--- config.mk ---
export PLATFORM = sky130hd
export DESIGN_NAME = krt_ctrl
export DESIGN_NICKNAME = d
export VERILOG_FILES = /design/src/krt_pkg.sv /design/src/krt_ctrl.sv
export SDC_FILE = /design/constraint.sdc
export NUM_CORES = 1
export LEC_CHECK = 0
export ABC_AREA = 1
export BUFFER_PORTS_ARGS = -buffer_cell sky130_fd_sc_hd__buf_2
export CELL_PAD_IN_SITES_DETAIL_PLACEMENT = 0
export CELL_PAD_IN_SITES_GLOBAL_PLACEMENT = 1
export CORE_MARGIN = 2
export CORE_UTILIZATION = 25
export CTS_CLUSTER_DIAMETER = 40
export DETAILED_ROUTE_END_ITERATION = 12
export PLACE_DENSITY = 0.73
export SYNTH_ARGS = -nofsm -noshare
export SYNTH_HDL_FRONTEND = slang
export SYNTH_SLANG_ARGS = --single-unit
--- constraint.sdc ---
create_clock -name i_clk -period 1.4 [get_ports i_clk]
set_clock_uncertainty 0.2 [all_clocks]
set_input_delay 0.14 -clock i_clk [delete_from_list [all_inputs] [get_ports i_clk]]
set_output_delay 0.14 -clock i_clk [all_outputs]
set_load 0.01 [all_outputs]
--- src/krt_pkg.sv ---
// krt_pkg: shared types and constants for the keyed record table
// used by krt_ctrl, krt_dp and keyed_record_table
`default_nettype none

package krt_pkg;

    // table geometry
    localparam int TABLE_DEPTH = 64;
    localparam int IDX_W       = (TABLE_DEPTH > 1) ? $clog2(TABLE_DEPTH) : 1;

    // field widths
    localparam int CMD_W  = 3;
    localparam int KEY_W  = 31;
    localparam int AGE_W  = 8;
    localparam int SAL_W  = 32;
    localparam int STAT_W = 2;
    localparam int CNT_W  = 7;

    // command codes
    localparam logic [CMD_W-1:0] CMD_APPEND = 3'd0;
    localparam logic [CMD_W-1:0] CMD_LIST   = 3'd1;
    localparam logic [CMD_W-1:0] CMD_SEARCH = 3'd2;
    localparam logic [CMD_W-1:0] CMD_REMOVE = 3'd3;
    localparam logic [CMD_W-1:0] CMD_COUNT  = 3'd4;
    localparam logic [CMD_W-1:0] CMD_MAX    = 3'd5;

    typedef enum logic [STAT_W-1:0] {
        ST_OK       = 2'd0,
        ST_NOTFOUND = 2'd1,
        ST_EMPTY    = 2'd2,
        ST_FULL     = 2'd3
    } t_status;

    typedef struct packed {
        logic [KEY_W-1:0] key;
        logic [AGE_W-1:0] age;
        logic [SAL_W-1:0] salary;
    } t_entry;

    typedef enum logic [2:0] {
        S_IDLE,
        S_SEARCH,
        S_RMV_SEARCH,
        S_SHIFT,
        S_MAX,
        S_LIST,
        S_EMIT
    } t_state;

    // controller to datapath
    typedef struct packed {
        logic    rd_zero;
        logic    rd_adv;
        logic    latch_in;
        logic    append;
        logic    set_status;
        t_status status;
        logic    take_entry;
        logic    shift_wr;
        logic    fill_dec;
        logic    out_list;
        logic    out_res;
    } t_dp_cmd;

    // datapath to controller
    typedef struct packed {
        logic empty;
        logic full;
        logic match;
        logic at_last;
        logic greater;
        logic first;
        logic out_free;
    } t_dp_stat;

endpackage

`default_nettype wire

--- src/krt_ctrl.sv ---
// krt_ctrl: command sequencer for the keyed record table
// depends on krt_pkg; drives krt_dp through t_dp_cmd
`default_nettype none

module krt_ctrl (
    input  wire logic                     i_clk,
    input  wire logic                     i_rst_n,
    input  wire logic                     i_in_valid,
    input  wire logic [krt_pkg::CMD_W-1:0] i_command,
    output logic                          o_in_ready,
    input  wire krt_pkg::t_dp_stat        i_stat,
    output krt_pkg::t_dp_cmd              o_cmd
);
    import krt_pkg::*;

    t_state r_state;
    t_state n_state;

    // state register
    always_ff @(posedge i_clk) begin
        if (!i_rst_n) begin
            r_state <= S_IDLE;
        end else begin
            r_state <= n_state;
        end
    end

    // next state
    always_comb begin
        n_state = r_state;
        case (r_state)
            S_IDLE: begin
                if (i_in_valid) begin
                    case (i_command)
                        CMD_APPEND: n_state = S_EMIT;
                        CMD_COUNT:  n_state = S_EMIT;
                        CMD_LIST:   n_state = i_stat.empty ? S_EMIT : S_LIST;
                        CMD_SEARCH: n_state = i_stat.empty ? S_EMIT : S_SEARCH;
                        CMD_REMOVE: n_state = i_stat.empty ? S_EMIT : S_RMV_SEARCH;
                        CMD_MAX:    n_state = i_stat.empty ? S_EMIT : S_MAX;
                        default:    n_state = S_IDLE;
                    endcase
                end
            end
            S_SEARCH: begin
                if (i_stat.match || i_stat.at_last) begin
                    n_state = S_EMIT;
                end
            end
            S_RMV_SEARCH: begin
                if (i_stat.match) begin
                    n_state = i_stat.at_last ? S_EMIT : S_SHIFT;
                end else if (i_stat.at_last) begin
                    n_state = S_EMIT;
                end
            end
            S_SHIFT: begin
                if (i_stat.at_last) begin
                    n_state = S_EMIT;
                end
            end
            S_MAX: begin
                if (i_stat.at_last) begin
                    n_state = S_EMIT;
                end
            end
            S_LIST: begin
                if (i_stat.out_free && i_stat.at_last) begin
                    n_state = S_IDLE;
                end
            end
            S_EMIT: begin
                if (i_stat.out_free) begin
                    n_state = S_IDLE;
                end
            end
            default: n_state = S_IDLE;
        endcase
    end

    // command outputs
    always_comb begin
        o_in_ready = 1'b0;
        o_cmd      = '0;
        o_cmd.status = ST_OK;
        case (r_state)
            S_IDLE: begin
                o_in_ready    = 1'b1;
                o_cmd.rd_zero = 1'b1;
                if (i_in_valid) begin
                    o_cmd.latch_in = 1'b1;
                    case (i_command)
                        CMD_APPEND: begin
                            if (i_stat.full) begin
                                o_cmd.set_status = 1'b1;
                                o_cmd.status     = ST_FULL;
                            end else begin
                                o_cmd.append = 1'b1;
                            end
                        end
                        CMD_COUNT: begin
                            o_cmd.set_status = 1'b1;
                            o_cmd.status     = ST_OK;
                        end
                        CMD_LIST, CMD_SEARCH, CMD_REMOVE, CMD_MAX: begin
                            if (i_stat.empty) begin
                                o_cmd.set_status = 1'b1;
                                o_cmd.status     = ST_EMPTY;
                            end
                        end
                        default: o_cmd.latch_in = 1'b0;
                    endcase
                end
            end
            S_SEARCH: begin
                if (i_stat.match) begin
                    o_cmd.take_entry = 1'b1;
                end else if (i_stat.at_last) begin
                    o_cmd.set_status = 1'b1;
                    o_cmd.status     = ST_NOTFOUND;
                end else begin
                    o_cmd.rd_adv = 1'b1;
                end
            end
            S_RMV_SEARCH: begin
                if (i_stat.match) begin
                    o_cmd.take_entry = 1'b1;
                    if (i_stat.at_last) begin
                        o_cmd.fill_dec = 1'b1;
                    end else begin
                        o_cmd.rd_adv = 1'b1;
                    end
                end else if (i_stat.at_last) begin
                    o_cmd.set_status = 1'b1;
                    o_cmd.status     = ST_NOTFOUND;
                end else begin
                    o_cmd.rd_adv = 1'b1;
                end
            end
            S_SHIFT: begin
                o_cmd.shift_wr = 1'b1;
                if (i_stat.at_last) begin
                    o_cmd.fill_dec = 1'b1;
                end else begin
                    o_cmd.rd_adv = 1'b1;
                end
            end
            S_MAX: begin
                o_cmd.take_entry = i_stat.first || i_stat.greater;
                o_cmd.rd_adv     = !i_stat.at_last;
            end
            S_LIST: begin
                if (i_stat.out_free) begin
                    o_cmd.out_list = 1'b1;
                    o_cmd.rd_adv   = !i_stat.at_last;
                end
            end
            S_EMIT: begin
                o_cmd.out_res = i_stat.out_free;
            end
            default: o_in_ready = 1'b0;
        endcase
    end

    // a removal always ends in the result beat
    a_dec_then_emit: assert property (@(posedge i_clk) disable iff (!i_rst_n)
        o_cmd.fill_dec |=> (r_state == S_EMIT))
        else $error("fill decrement not followed by result");

    // a pending result goes out and the sequencer is free again
    a_res_then_idle: assert property (@(posedge i_clk) disable iff (!i_rst_n)
        o_cmd.out_res |=> (r_state == S_IDLE))
        else $error("result beat not followed by idle");

    // undefined command codes leave the sequencer idle
    a_unknown_idle: assert property (@(posedge i_clk) disable iff (!i_rst_n)
        (r_state == S_IDLE && i_in_valid && (i_command > CMD_MAX))
        |=> (r_state == S_IDLE))
        else $error("undefined command started work");

endmodule

`default_nettype wire

==> results of run 1 <==
synthesized netlist by cell type:
cell / instances
sky130_fd_sc_hd__dfxtp_1: 3
sky130_fd_sc_hd__a21oi_1: 5
sky130_fd_sc_hd__o31ai_1: 1
sky130_fd_sc_hd__nor4_2: 1
sky130_fd_sc_hd__nor2_1: 6
sky130_fd_sc_hd__nand3_2: 1
sky130_fd_sc_hd__nor2_2: 6
sky130_fd_sc_hd__nand2_2: 2
sky130_fd_sc_hd__buf_4: 1
sky130_fd_sc_hd__nor4_1: 2
sky130_fd_sc_hd__nand2_1: 25
sky130_fd_sc_hd__nand4_1: 1
sky130_fd_sc_hd__o21ai_0: 4
sky130_fd_sc_hd__nand3_1: 10
sky130_fd_sc_hd__inv_2: 3
sky130_fd_sc_hd__inv_1: 15
sky130_fd_sc_hd__o21ai_1: 1
cell families (layout without fill, tap and decap cells):
| logic type | count (synthesis) | count (layout) | share of synthesized area |
|---|---|---|---|
| buffers and inverters | 19 | 62 | 0.167 |
| and+or+nand+nor | 54 | 54 | 0.572 |
| DFF | 3 | 3 | 0.133 |
| AOI/OAI and AO/OA | 11 | 11 | 0.128 |
layout by cell type (no fill, tap or decap), types with 3 or more instances in the layout:
master and instances:
sky130_fd_sc_hd__a21oi_1 4, sky130_fd_sc_hd__buf_2 22, sky130_fd_sc_hd__buf_4 10, sky130_fd_sc_hd__buf_6 7, sky130_fd_sc_hd__clkbuf_4 3, sky130_fd_sc_hd__inv_1 13, sky130_fd_sc_hd__inv_4 3, sky130_fd_sc_hd__nand2_1 21
sky130_fd_sc_hd__nand2_2 6, sky130_fd_sc_hd__nand3_1 7, sky130_fd_sc_hd__nand3_2 4, sky130_fd_sc_hd__nor2_1 6, sky130_fd_sc_hd__nor2_4 5, sky130_fd_sc_hd__o21ai_1 4
metal layers:
layer / up-vias / track usage
li1: 366 / -
met1: 311 / 0.150
met2: 15 / 0.250
met3: 2 / 0.0196
met4: 0 / 0.0400
met5: - / 0
through the flow:
stage | TNS, ps | hold WS, ps | total power, mW | worst slack [ps]
2_1_floorplan | -9.27 | 91.3 | 0.685 | -7.84
3_3_place_gp | -254 | 211 | 0.990 | -133
3_5_place_dp | -290 | 224 | 0.991 | -118
4_1_cts | -1700 | 111 | 1.42 | -227
5_1_grt | -2750 | 200 | 1.64 | -296
6_report | -1700 | 165 | 1.52 | -243
where the power goes:
part	switching [mW]	total, mW	internal (mW)
Clock	0.0413	0.148	0.107
Combinational	0.611	1.18	0.569
Sequential	0.0635	0.195	0.132
Total	0.716	1.52	0.807
timing repair:
action	4_1_cts	5_1_grt
buffers inserted	4	3
gates cloned	0	0
pin swaps	4	4
hold buffers	1	0
endpoints found under the hold margin	3	0
setup endpoints to repair	15	16
resized for setup	25	11
layout make-up:
cell class                      instances  share of cell area
Multi-Input combinational cell         65               0.459
Inverter                               18              0.0855
Timing Repair Buffer                   40               0.312
Clock buffer                            4              0.0299
Sequential cell                         3              0.0783
Tap cell                               25              0.0356
worst max-delay path, delay by kind of cell (launching register included):
| family | cells | cell delay (ps) |
|---|---|---|
| AO/OA/AOI/OAI | 1 | 90 |
| buffers and inverters | 2 | 250 |
| flip-flops | 1 | 370 |
| AND/OR/NAND/NOR | 2 | 370 |
worst min path at each step:
stage,from,end,slack (ps),cells past startpoint
after floorplan,i_rst_n,r_state[0],90,2
after detailed placement,i_rst_n,r_state[1],220,3
after CTS,i_stat[0],r_state[1],110,4
after global placement,i_rst_n,r_state[1],210,3
after global routing,i_command[1],r_state[2],200,6
final,i_command[1],r_state[2],160,6
==> results.txt, run 1 <==
The flow ran to the end, but the final reports show violations. The final reports fail on negative setup slack. TritonCTS built the clock tree. The beginning of the worst register-to-register path is r_state[0].

The final routed wirelength across all metal layers came out at 1.51 mm. In the routed design, unresolved DRC markers number 0. The routability congestion estimate is 0.811. The number of library cell types mapped by synthesis came out at 17.

The critical setup path kind is register to primary output. The highest fanout seen on the critical path is 6. The type of the most critical hold path is primary input to register. The number of iterations in the first detailed-routing pass is 4. After the flow finishes, the layout carries non-filler instances totaling 155. Clock latency on the worst-skew pair, taken at its later pin, is 230 ps.

In this run, synthesis produced a sequential element count of 3. The clock transition at the register clock pins on the worst setup and hold paths after CTS came out at 40 ps. The top-level port count is 26. The summed area of non-filler cells in the final layout is 878 um^2.

The initial antenna violation count is 0. The root buffer selected by CTS is sky130_fd_sc_hd__clkbuf_4. More flip-flops sit in one register than any other, and that register is r_state. The worst setup slack after layout came out at -243 ps.

Routed signal wires occupy layers up through met4. The fraction of final layout cells sized beyond drive strength 1 is 0.546. For this design the ratio of total power to cell area is 1730 nW/um^2. Of all cell types, the one taking the most synthesized area is sky130_fd_sc_hd__nand2_1. After the last flow step, the layout net total stands at 144. The die is 46.4 um tall. The number of nets produced by synthesis came out at 100. For this run, the number of Yosys warnings is 0. The via count of the first global-routing pass came to 556. The largest registers in the layout are r_state: 3 flops. The count of endpoints failing hold in the final timing report was 0. The number of instances in the synthesized netlist is 87. The register area came out at 68.8 um^2. Using the TritonRoute via totals, the vias-per-cell ratio works out to 4.48. The instance count after placement with tap cells included is 144. The area of the mapped netlist came out at 450 um^2.

The total length of routed met2 wires is 829 um. The number of nets with antenna violations after routing came out at 0. The sum of overflow across all layers after global routing came out at 0. The part of the cycle the worst path needs is 1.17. The area of the core region came out at 1710 um^2. STA classifies the critical path endpoint as a primary output. The routed length per placed instance came out at 9.75 um. The reported leakage power came out at 0.488 nW.

Entering global routing, the biggest net connects 7 pins. Setup repair after global routing could not meet its margin everywhere. The total of endpoints with negative setup slack in the final report is 13. The die covers 2160 um^2. For flop-to-flop paths, the worst setup slack is -90 ps.

The area used by multi-input combinational logic came out at 403 um^2. The timing-limited maximum frequency is 609 MHz. The mean instance size in the synthesized netlist is 5.18 um^2.

The tool flagged a number of max-cap violations equal to 0. The area share of the largest cell type after synthesis came out at 0.208. Walking the worst path, the cells encountered are buf_6 > nor4_4 > o21ai_1 > nand2_1 > buf_2.

The number of levels the H-tree was split into came out at 1. From synthesis to final layout, the design area changed by 95.0%. Measured on the finished design, the core utilization comes to 0.514.

The total number of placement rows is 15. The detailed router put a total of 613 um of wire on met1. The final number of max-transition violations came out at 0. In the post-synthesis netlist, the biggest area contributors are sky130_fd_sc_hd__nand2_1 21%, sky130_fd_sc_hd__dfxtp_1 13%, sky130_fd_sc_hd__inv_1 13%, sky130_fd_sc_hd__nand3_1 11%, sky130_fd_sc_hd__nor2_2 8.3%.

The width of the chip came out at 46.4 um. At the pin with the least slew margin, the transition time is 277 ps. The number of buffers created by CTS came out at 3.

The wire-length estimate of the detail-placed layout is 1.11 mm. The cell depth of the worst flop-to-flop path is 9. The register with the most flip-flops in the layout has 3 of them.

The count of input and output buffers came out at 25. In this run the worst setup path begins at r_state[1]. The number of sinks on the clock net is 3. Measured against its own limit, the worst slew margin works out to 0.814. The initial utilization of the core area, before any placement, comes to 0.264. The endpoint required time on the critical path is 1060 ps. The detailed route wirelength on metal3 came out at 58 um. IR analysis of the VDD net gives a maximum drop of 742 uV.

The fill cell instance count of the final layout came out at 168. In this run the cell area measured after placement is 676 um^2. STA classifies the critical path startpoint as a register. The worst register-to-register path ends at r_state[2].

The final critical delay including setup and external delays is 1640 ps. In this run the worst setup path terminates at o_cmd[10]. The overall global routing resource usage came out at 0.133. The total number of vias came out at 694. The number of diodes is 0. The violation count after the first detailed-routing iteration is 15. The first-pass GRT wire length is 2.12 mm. In this run the deepest clock path goes through 2 buffers. STA puts the critical path data arrival time at 1300 ps. The slowest stage of the critical path is the sky130_fd_sc_hd__dfxtp_4 cell. The longest individual stage delay on the worst path is 370 ps. The share of synthesized area occupied by flip-flops and latches came out at 0.133.
(Power assumes the default switching activity.)
==> inputs of run 2 (changes only) <==
- clock period: 1.4 -> 1.7 ns (I/O delays scaled with it)
==> results.txt, run 2 (synthesized netlist as in run 1, its figures left out) <==
Compared with the post-synthesis result, the final layout area differs by 66.7%. The min-delay analysis places its worst path in the category primary input to register. The cell family contributing the most delay on the critical path is simple AND/OR/NAND/NOR gates. The worst path in the final design needs a cycle of 1650 ps, including I/O delays and setup. At the pin with the least slew margin, the transition time is 300 ps. The power after layout is 1.02 mW. The clock latency on the worst-skew pair is 230 ps.

Measured along the x axis, the die boundary spans 46.4 um. The slowest stage of the critical path is the sky130_fd_sc_hd__dfxtp_4 cell. The total number of vias is 621. The worst setup slack after layout is 53.5 ps. The worst path buffer plus inverter count came out at 2. The share of total power consumed by net switching is 0.510. The power share of the combinational group came out at 0.705. The sum of overflow across all layers after global routing is 0. TritonCTS built the clock tree.

In the final layout, the registers with the most flip-flops are r_state: 3 flops. The worst pin sits at a relative slew slack of 0.798. Clock-pin slew was measured on the worst setup and hold paths at 40 ps. The fraction of final layout cells sized beyond drive strength 1 came out at 0.483. Once detail routing completed, the nets flagged for antenna violations numbered 0.

The number of levels the H-tree was split into is 1. Clock tree synthesis inserted a total of 3 buffers. For this run, design rule violations remaining after detail routing come to 0. The first global-routing pass estimated 1.97 mm of wire. The top cell types in the final layout, fill and taps aside, are 23 x sky130_fd_sc_hd__buf_2, 20 x sky130_fd_sc_hd__nand2_1, 14 x sky130_fd_sc_hd__inv_1, 8 x sky130_fd_sc_hd__nand3_1, 7 x sky130_fd_sc_hd__nand2_2. The count of endpoints failing hold in the final timing report is 0. The total of endpoints with negative setup slack in the final report came out at 0. The number of violations of the max-capacitance limit came out at 0. No sink is reached through more buffers than the 2 on the longest clock path. The worst setup path is launched from a register. The fill cell instance count of the final layout came out at 193. The routability congestion estimate came out at 0.839. The initial antenna violation count came out at 0. The highest fanout seen on the critical path came out at 7. The count of input and output buffers came out at 25. The critical setup path kind is register to primary output. Data on the critical path arrives at its endpoint at 1280 ps. Walking the worst path, the cells encountered are nor2_4 > nand2_2 > nor2_4 > inv_2 > nor2_4 > nand2_2 > nand3_2 > buf_6. The cell occurring most often along the worst timing path is sky130_fd_sc_hd__nor2_4. Entering global routing, the biggest net connects 8 pins. The largest single stage delay on the critical path is 380 ps.

The overall global routing resource usage is 0.123. The initialized floorplan defines 15 standard-cell rows. The number of diodes is 0. Pin placement for this block handled 26 I/O pins. The summed area of non-filler cells in the final layout is 751 um^2. Power spread over the standard cell area amounts to 1360 nW/um^2.

The timing-limited maximum frequency came out at 607 MHz. The endpoint required time on the critical path is 1330 ps. The run finished with clean final reports. In the routed layout, each cell is associated on average with a via count of 4.28.

The final layout net count came out at 134. The sum of negative setup slack is 0 ps. The HPWL after detailed placement came out at 1.04 mm. The via count of the first global-routing pass is 545. The critical path endpoint category is a primary output. The die covers 2160 um^2. The final number of max-transition violations is 0. After detailed placement, the total cell area comes to 607 um^2.

For this design the total switching power over the nets is 519 uW. The initial standard-cell utilization of the core is 0.264. The area of the core region came out at 1710 um^2.

Leaving out fill and tap cells, the most frequent cell in the layout is sky130_fd_sc_hd__buf_2. The number of sinks on the clock net is 3. The detailed router finished its first iteration with 9 violations.

The worst slack at placement is 143 ps. The floorplan die height is 46.4 um. The register with the most flip-flops in the layout has 3 of them.

The root buffer selected by CTS is sky130_fd_sc_hd__clkbuf_4. The final routed wirelength across all metal layers came out at 1.37 mm. The cell-internal power is 499 uW. Measured on the finished design, the core utilization comes to 0.440. Setup repair after global routing could not meet its margin everywhere. The reported leakage power came out at 0.425 nW. The part of the cycle the worst path needs is 0.969. The area used by multi-input combinational logic is 374 um^2. Before antenna repair, the detailed router went through 4 iterations. The worst-case IR drop observed on VDD is 439 uV. Registers take 68.8 um^2. The register with the most flip-flops in the final layout is r_state. The part of the power in the clock network is 0.121.

The routed length per placed instance came out at 9.41 um. The share of total power dissipated in sequential elements is 0.174.
==> run 2: cell types whose count changed in the layout (fill, tap and decap cells not counted), moves of 2 or more <==
| cell | change |
|---|---|
| sky130_fd_sc_hd__o21ai_0 | +3 |
| sky130_fd_sc_hd__buf_4 | -6 |
| sky130_fd_sc_hd__buf_6 | -5 |
| sky130_fd_sc_hd__o21ai_1 | -4 |
| sky130_fd_sc_hd__nor4_1 | +2 |
==> run 2: worst register-to-register path, stage by stage, from the launching register on <==
cell and delay (ps):
sky130_fd_sc_hd__dfxtp_4 360, sky130_fd_sc_hd__inv_4 110, sky130_fd_sc_hd__nor2_4 50, sky130_fd_sc_hd__buf_4 130, sky130_fd_sc_hd__nand3_1 70, sky130_fd_sc_hd__nand2_2 80
sky130_fd_sc_hd__nor2_2 120, sky130_fd_sc_hd__nand2_1 70, sky130_fd_sc_hd__a21oi_1 120
==> run 2: area by class of cell <==
cell class	count	area share
multi-input cells	65	0.498
repair buffers	30	0.237
inverters	18	0.0967
flip-flops and latches	3	0.0917
well taps	25	0.0417
clock buffers	4	0.0350
==> run 2: repair_timing <==
action	4_1_cts	5_1_grt
hold buffers	1	0
hold endpoints to repair	2	0
pin swaps	2	4
endpoints found under the setup margin	6	6
buffers inserted	3	0
resized for setup	8	17
==> run 2: metrics by stage <==
| step | hold WS [ps] | cells |
|---|---|---|
| after detailed placement | 243 | 137 |
| after floorplan | 121 | 87 |
| after global placement | 236 | 137 |
| final | 162 | 145 |
| after global routing | 180 | 145 |
| after CTS | 126 | 145 |
==> run 2: final timing paths <==
kind,from,to,slack (ps),cells past startpoint
worst max-delay path,r_state[1],o_cmd[7],50,8
worst min-delay path,i_stat[0],r_state[1],160,4
worst min register to register,r_state[2],r_state[2],340,2
worst max register to register,r_state[0],r_state[1],310,8
==> run 2: per-layer routing <==
metal	vias to the layer above	GRT usage	routed length (um)
met2	11	0.206	724
li1	347	-	-
met3	0	0.0235	48
met5	-	0	0
met4	0	0.0571	0
met1	263	0.148	592
==> run 2: power by group through the flow <==
stage	Combinational (mW)	Clock, mW	Sequential (mW)
6_report	0.718	0.123	0.177
5_1_grt	0.789	0.133	0.182
4_1_cts	0.636	0.129	0.158
3_5_place_dp	0.556	0	0.143
3_3_place_gp	0.564	0	0.143
2_1_floorplan	0.416	0	0.135
==> inputs of run 3 (changes only) <==
--- a/config.mk
+++ b/config.mk
@@ -15,3 +15,3 @@
 export DETAILED_ROUTE_END_ITERATION = 12
-export PLACE_DENSITY = 0.73
+export PLACE_DENSITY = 0.77
 export SYNTH_ARGS = -nofsm -noshare
==> constraint.sdc (replaced) <==
create_clock -name i_clk -period 1.7 [get_ports i_clk]
set_clock_uncertainty 0.2 [all_clocks]
set_input_delay 0.51 -clock i_clk [delete_from_list [all_inputs] [get_ports i_clk]]
set_output_delay 0.51 -clock i_clk [all_outputs]
set_load 0.01 [all_outputs]
==> results.txt, run 3 (synthesized netlist as in run 1, its figures left out) <==
The run finished, with violations left. The final reports fail on negative setup slack. The floorplan step defined a die boundary enclosing 2160 um^2. The width of the chip came out at 46.4 um. Input and output buffers added on the ports amount to 25. Clock tree synthesis selected as its root buffer the cell sky130_fd_sc_hd__clkbuf_4.

The share of total power consumed by net switching is 0.461. The clock transition at the register clock pins on the worst setup and hold paths after CTS is 40 ps. The total number of vias is 773. For the worst setup path, the data arrival time is 1360 ps.

The share of total power dissipated in sequential elements is 0.111. The finished cells cover 1040 um^2. The detail route stage leaves a number of antenna-violating nets equal to 0. The actual transition at the worst max-transition pin is 250 ps.

The final critical delay including setup and external delays is 2070 ps. The sum of overflow across all layers after global routing came out at 0. The first-pass GRT wire length came out at 2.68 mm. The violation count after the first detailed-routing iteration is 13.

Including well taps, the total number of placed cells is 158. The final number of max-transition violations came out at 0. The count of endpoints failing hold in the final timing report is 0. The analysis attributes to net switching a power of 658 uW. The initial standard-cell utilization of the core is 0.264. The reported leakage power is 0.574 nW. The fraction of final layout cells sized beyond drive strength 1 came out at 0.630. The cell-internal power is 769 uW. The worst-case clock buffer depth is 2. The relative max-transition margin came out at 0.832. In the final routed layout, each cell accounts on average for 11.0 um. The floorplan die height is 46.4 um. The worst setup path is captured at a primary output. The clock tree from TritonCTS is done.

The routability congestion estimate came out at 0.818. The min-delay analysis places its worst path in the category primary input to register. Setup slack on the critical path of the routed design comes to -368 ps. Summing all placed instances gives a cell area of 817 um^2. The total number of placement rows is 15.

The initial antenna violation count is 0. Across the VDD grid, the largest voltage drop is 648 uV. The number of violations of the max-capacitance limit came out at 0. The worst setup path is launched from a register. The via count of the first global-routing pass was 701. Setup repair after global routing could not meet its margin everywhere.

At the worst endpoint, the required time is 990 ps. Leaving out filler cells and counting taps, the final layout contains 171. Measured on the finished design, the core utilization comes to 0.612. The HPWL after detailed placement is 1.27 mm. The part of the cycle the worst path needs came out at 1.22. The library cell used most frequently in the layout, excluding fill and tap cells, is sky130_fd_sc_hd__buf_4. The largest net degree at the start of global routing came out at 8. The number of buffers created by CTS is 3.

The total of endpoints with negative setup slack in the final report came out at 13. The library cells used most frequently in the layout, excluding fill and tap cells, are 24 x sky130_fd_sc_hd__buf_4, 22 x sky130_fd_sc_hd__nand2_1, 19 x sky130_fd_sc_hd__buf_2, 13 x sky130_fd_sc_hd__buf_6, 11 x sky130_fd_sc_hd__inv_1. The number of hold buffers added after cts is 0. 0 antenna diodes ended up in the layout. The number of sinks on the clock net is 3.

The register with the most flip-flops in the layout has 3 of them. Ranked by flip-flop count, first place goes to r_state. Based on the critical path, the design can be clocked at up to 483 MHz. The clock latency on the worst-skew pair is 240 ps. The number of levels the H-tree was split into is 1. The part of the power in the clock network is 0.089.

The area of the core region is 1710 um^2. The highest fanout seen on the critical path came out at 3. The largest registers in the layout are r_state: 3 flops. In the routed layout, each cell is associated on average with a via count of 4.52. The synthesis-to-finish area growth is 132%.

The power share of the combinational group came out at 0.800. Before antenna repair, the detailed router went through 4 iterations. The final routed wirelength across all metal layers came out at 1.89 mm. The critical path is of the register to primary output type. The final layout net count came out at 160. For this run, design rule violations remaining after detail routing come to 0. The power density over the cells came out at 1360 nW/um^2.

The overall global routing resource usage came out at 0.169. The top-level port count is 26.
## run 3: cell types whose count changed in the layout (fill, tap and decap cells not counted), moves of 3 or more
cell                      delta
sky130_fd_sc_hd__buf_2       -4
sky130_fd_sc_hd__buf_4      +20
sky130_fd_sc_hd__buf_6      +11
sky130_fd_sc_hd__inv_1       -3
sky130_fd_sc_hd__nand2_2     -4
sky130_fd_sc_hd__o21ai_1     +3
## run 3: critical path, stage by stage (launching register included)
cell and delay, ps:
sky130_fd_sc_hd__dfxtp_4 360, sky130_fd_sc_hd__nor2_4 130, sky130_fd_sc_hd__nand2_2 100, sky130_fd_sc_hd__nor2_4 120, sky130_fd_sc_hd__inv_2 60, sky130_fd_sc_hd__nor2_4 100
sky130_fd_sc_hd__nand2_2 80, sky130_fd_sc_hd__nand3_2 70, sky130_fd_sc_hd__buf_6 100
## run 3: repair_timing
action	4_1_cts	5_1_grt
buffers inserted	3	7
resized for setup	23	14
pin swaps	6	7
endpoints found under the setup margin	13	13
## run 3: power by group through the flow
stage	logic (mW)	clock network (mW)	registers (mW)
global route	1.22	0.133	0.161
floorplan	0.448	0	0.147
finish	1.14	0.127	0.158
detailed placement	0.739	0	0.137
global placement	0.734	0	0.136
CTS	0.902	0.128	0.153
## run 3: layer usage
layer	share of wire	wire, um	GRT usage	up-vias
met3	0.033	62	0.00784	6
met2	0.56	1060	0.347	18
met5	0	0	0	-
li1	-	-	-	394
met1	0.38	720	0.174	355
met4	0.023	43	0.0571	0
## run 3: layout make-up
| type | instances | area (um^2) |
|---|---|---|
| Fill cell | 155 | 663 |
| Tap cell | 25 | 31.3 |
| Multi-Input combinational cell | 65 | 419 |
| Sequential cell | 3 | 68.8 |
| Timing Repair Buffer | 56 | 422 |
| Clock buffer | 4 | 26.3 |
| Inverter | 18 | 77.6 |
## run 3: metrics by stage
stage                     setup slack [ps]  hold slack [ps]  setup TNS [ps]  total power, mW
after floorplan                      -34.2              311           -45.7            0.595
after global placement                -265              440           -1100            0.870
after detailed placement              -288              444           -1290            0.876
after CTS                             -338              333           -2820             1.18
after global routing                  -433              365           -3820             1.51
final                                 -368              333           -3150             1.43
## run 3: worst paths after layout
check | start | to | slack (ps) | cells past startpoint
worst min register to register | r_state[2] | r_state[2] | 470 | 3
worst max-delay path | r_state[0] | o_cmd[7] | -370 | 8
worst min-delay path | i_rst_n | r_state[0] | 330 | 3
worst max register to register | r_state[0] | r_state[1] | 110 | 9
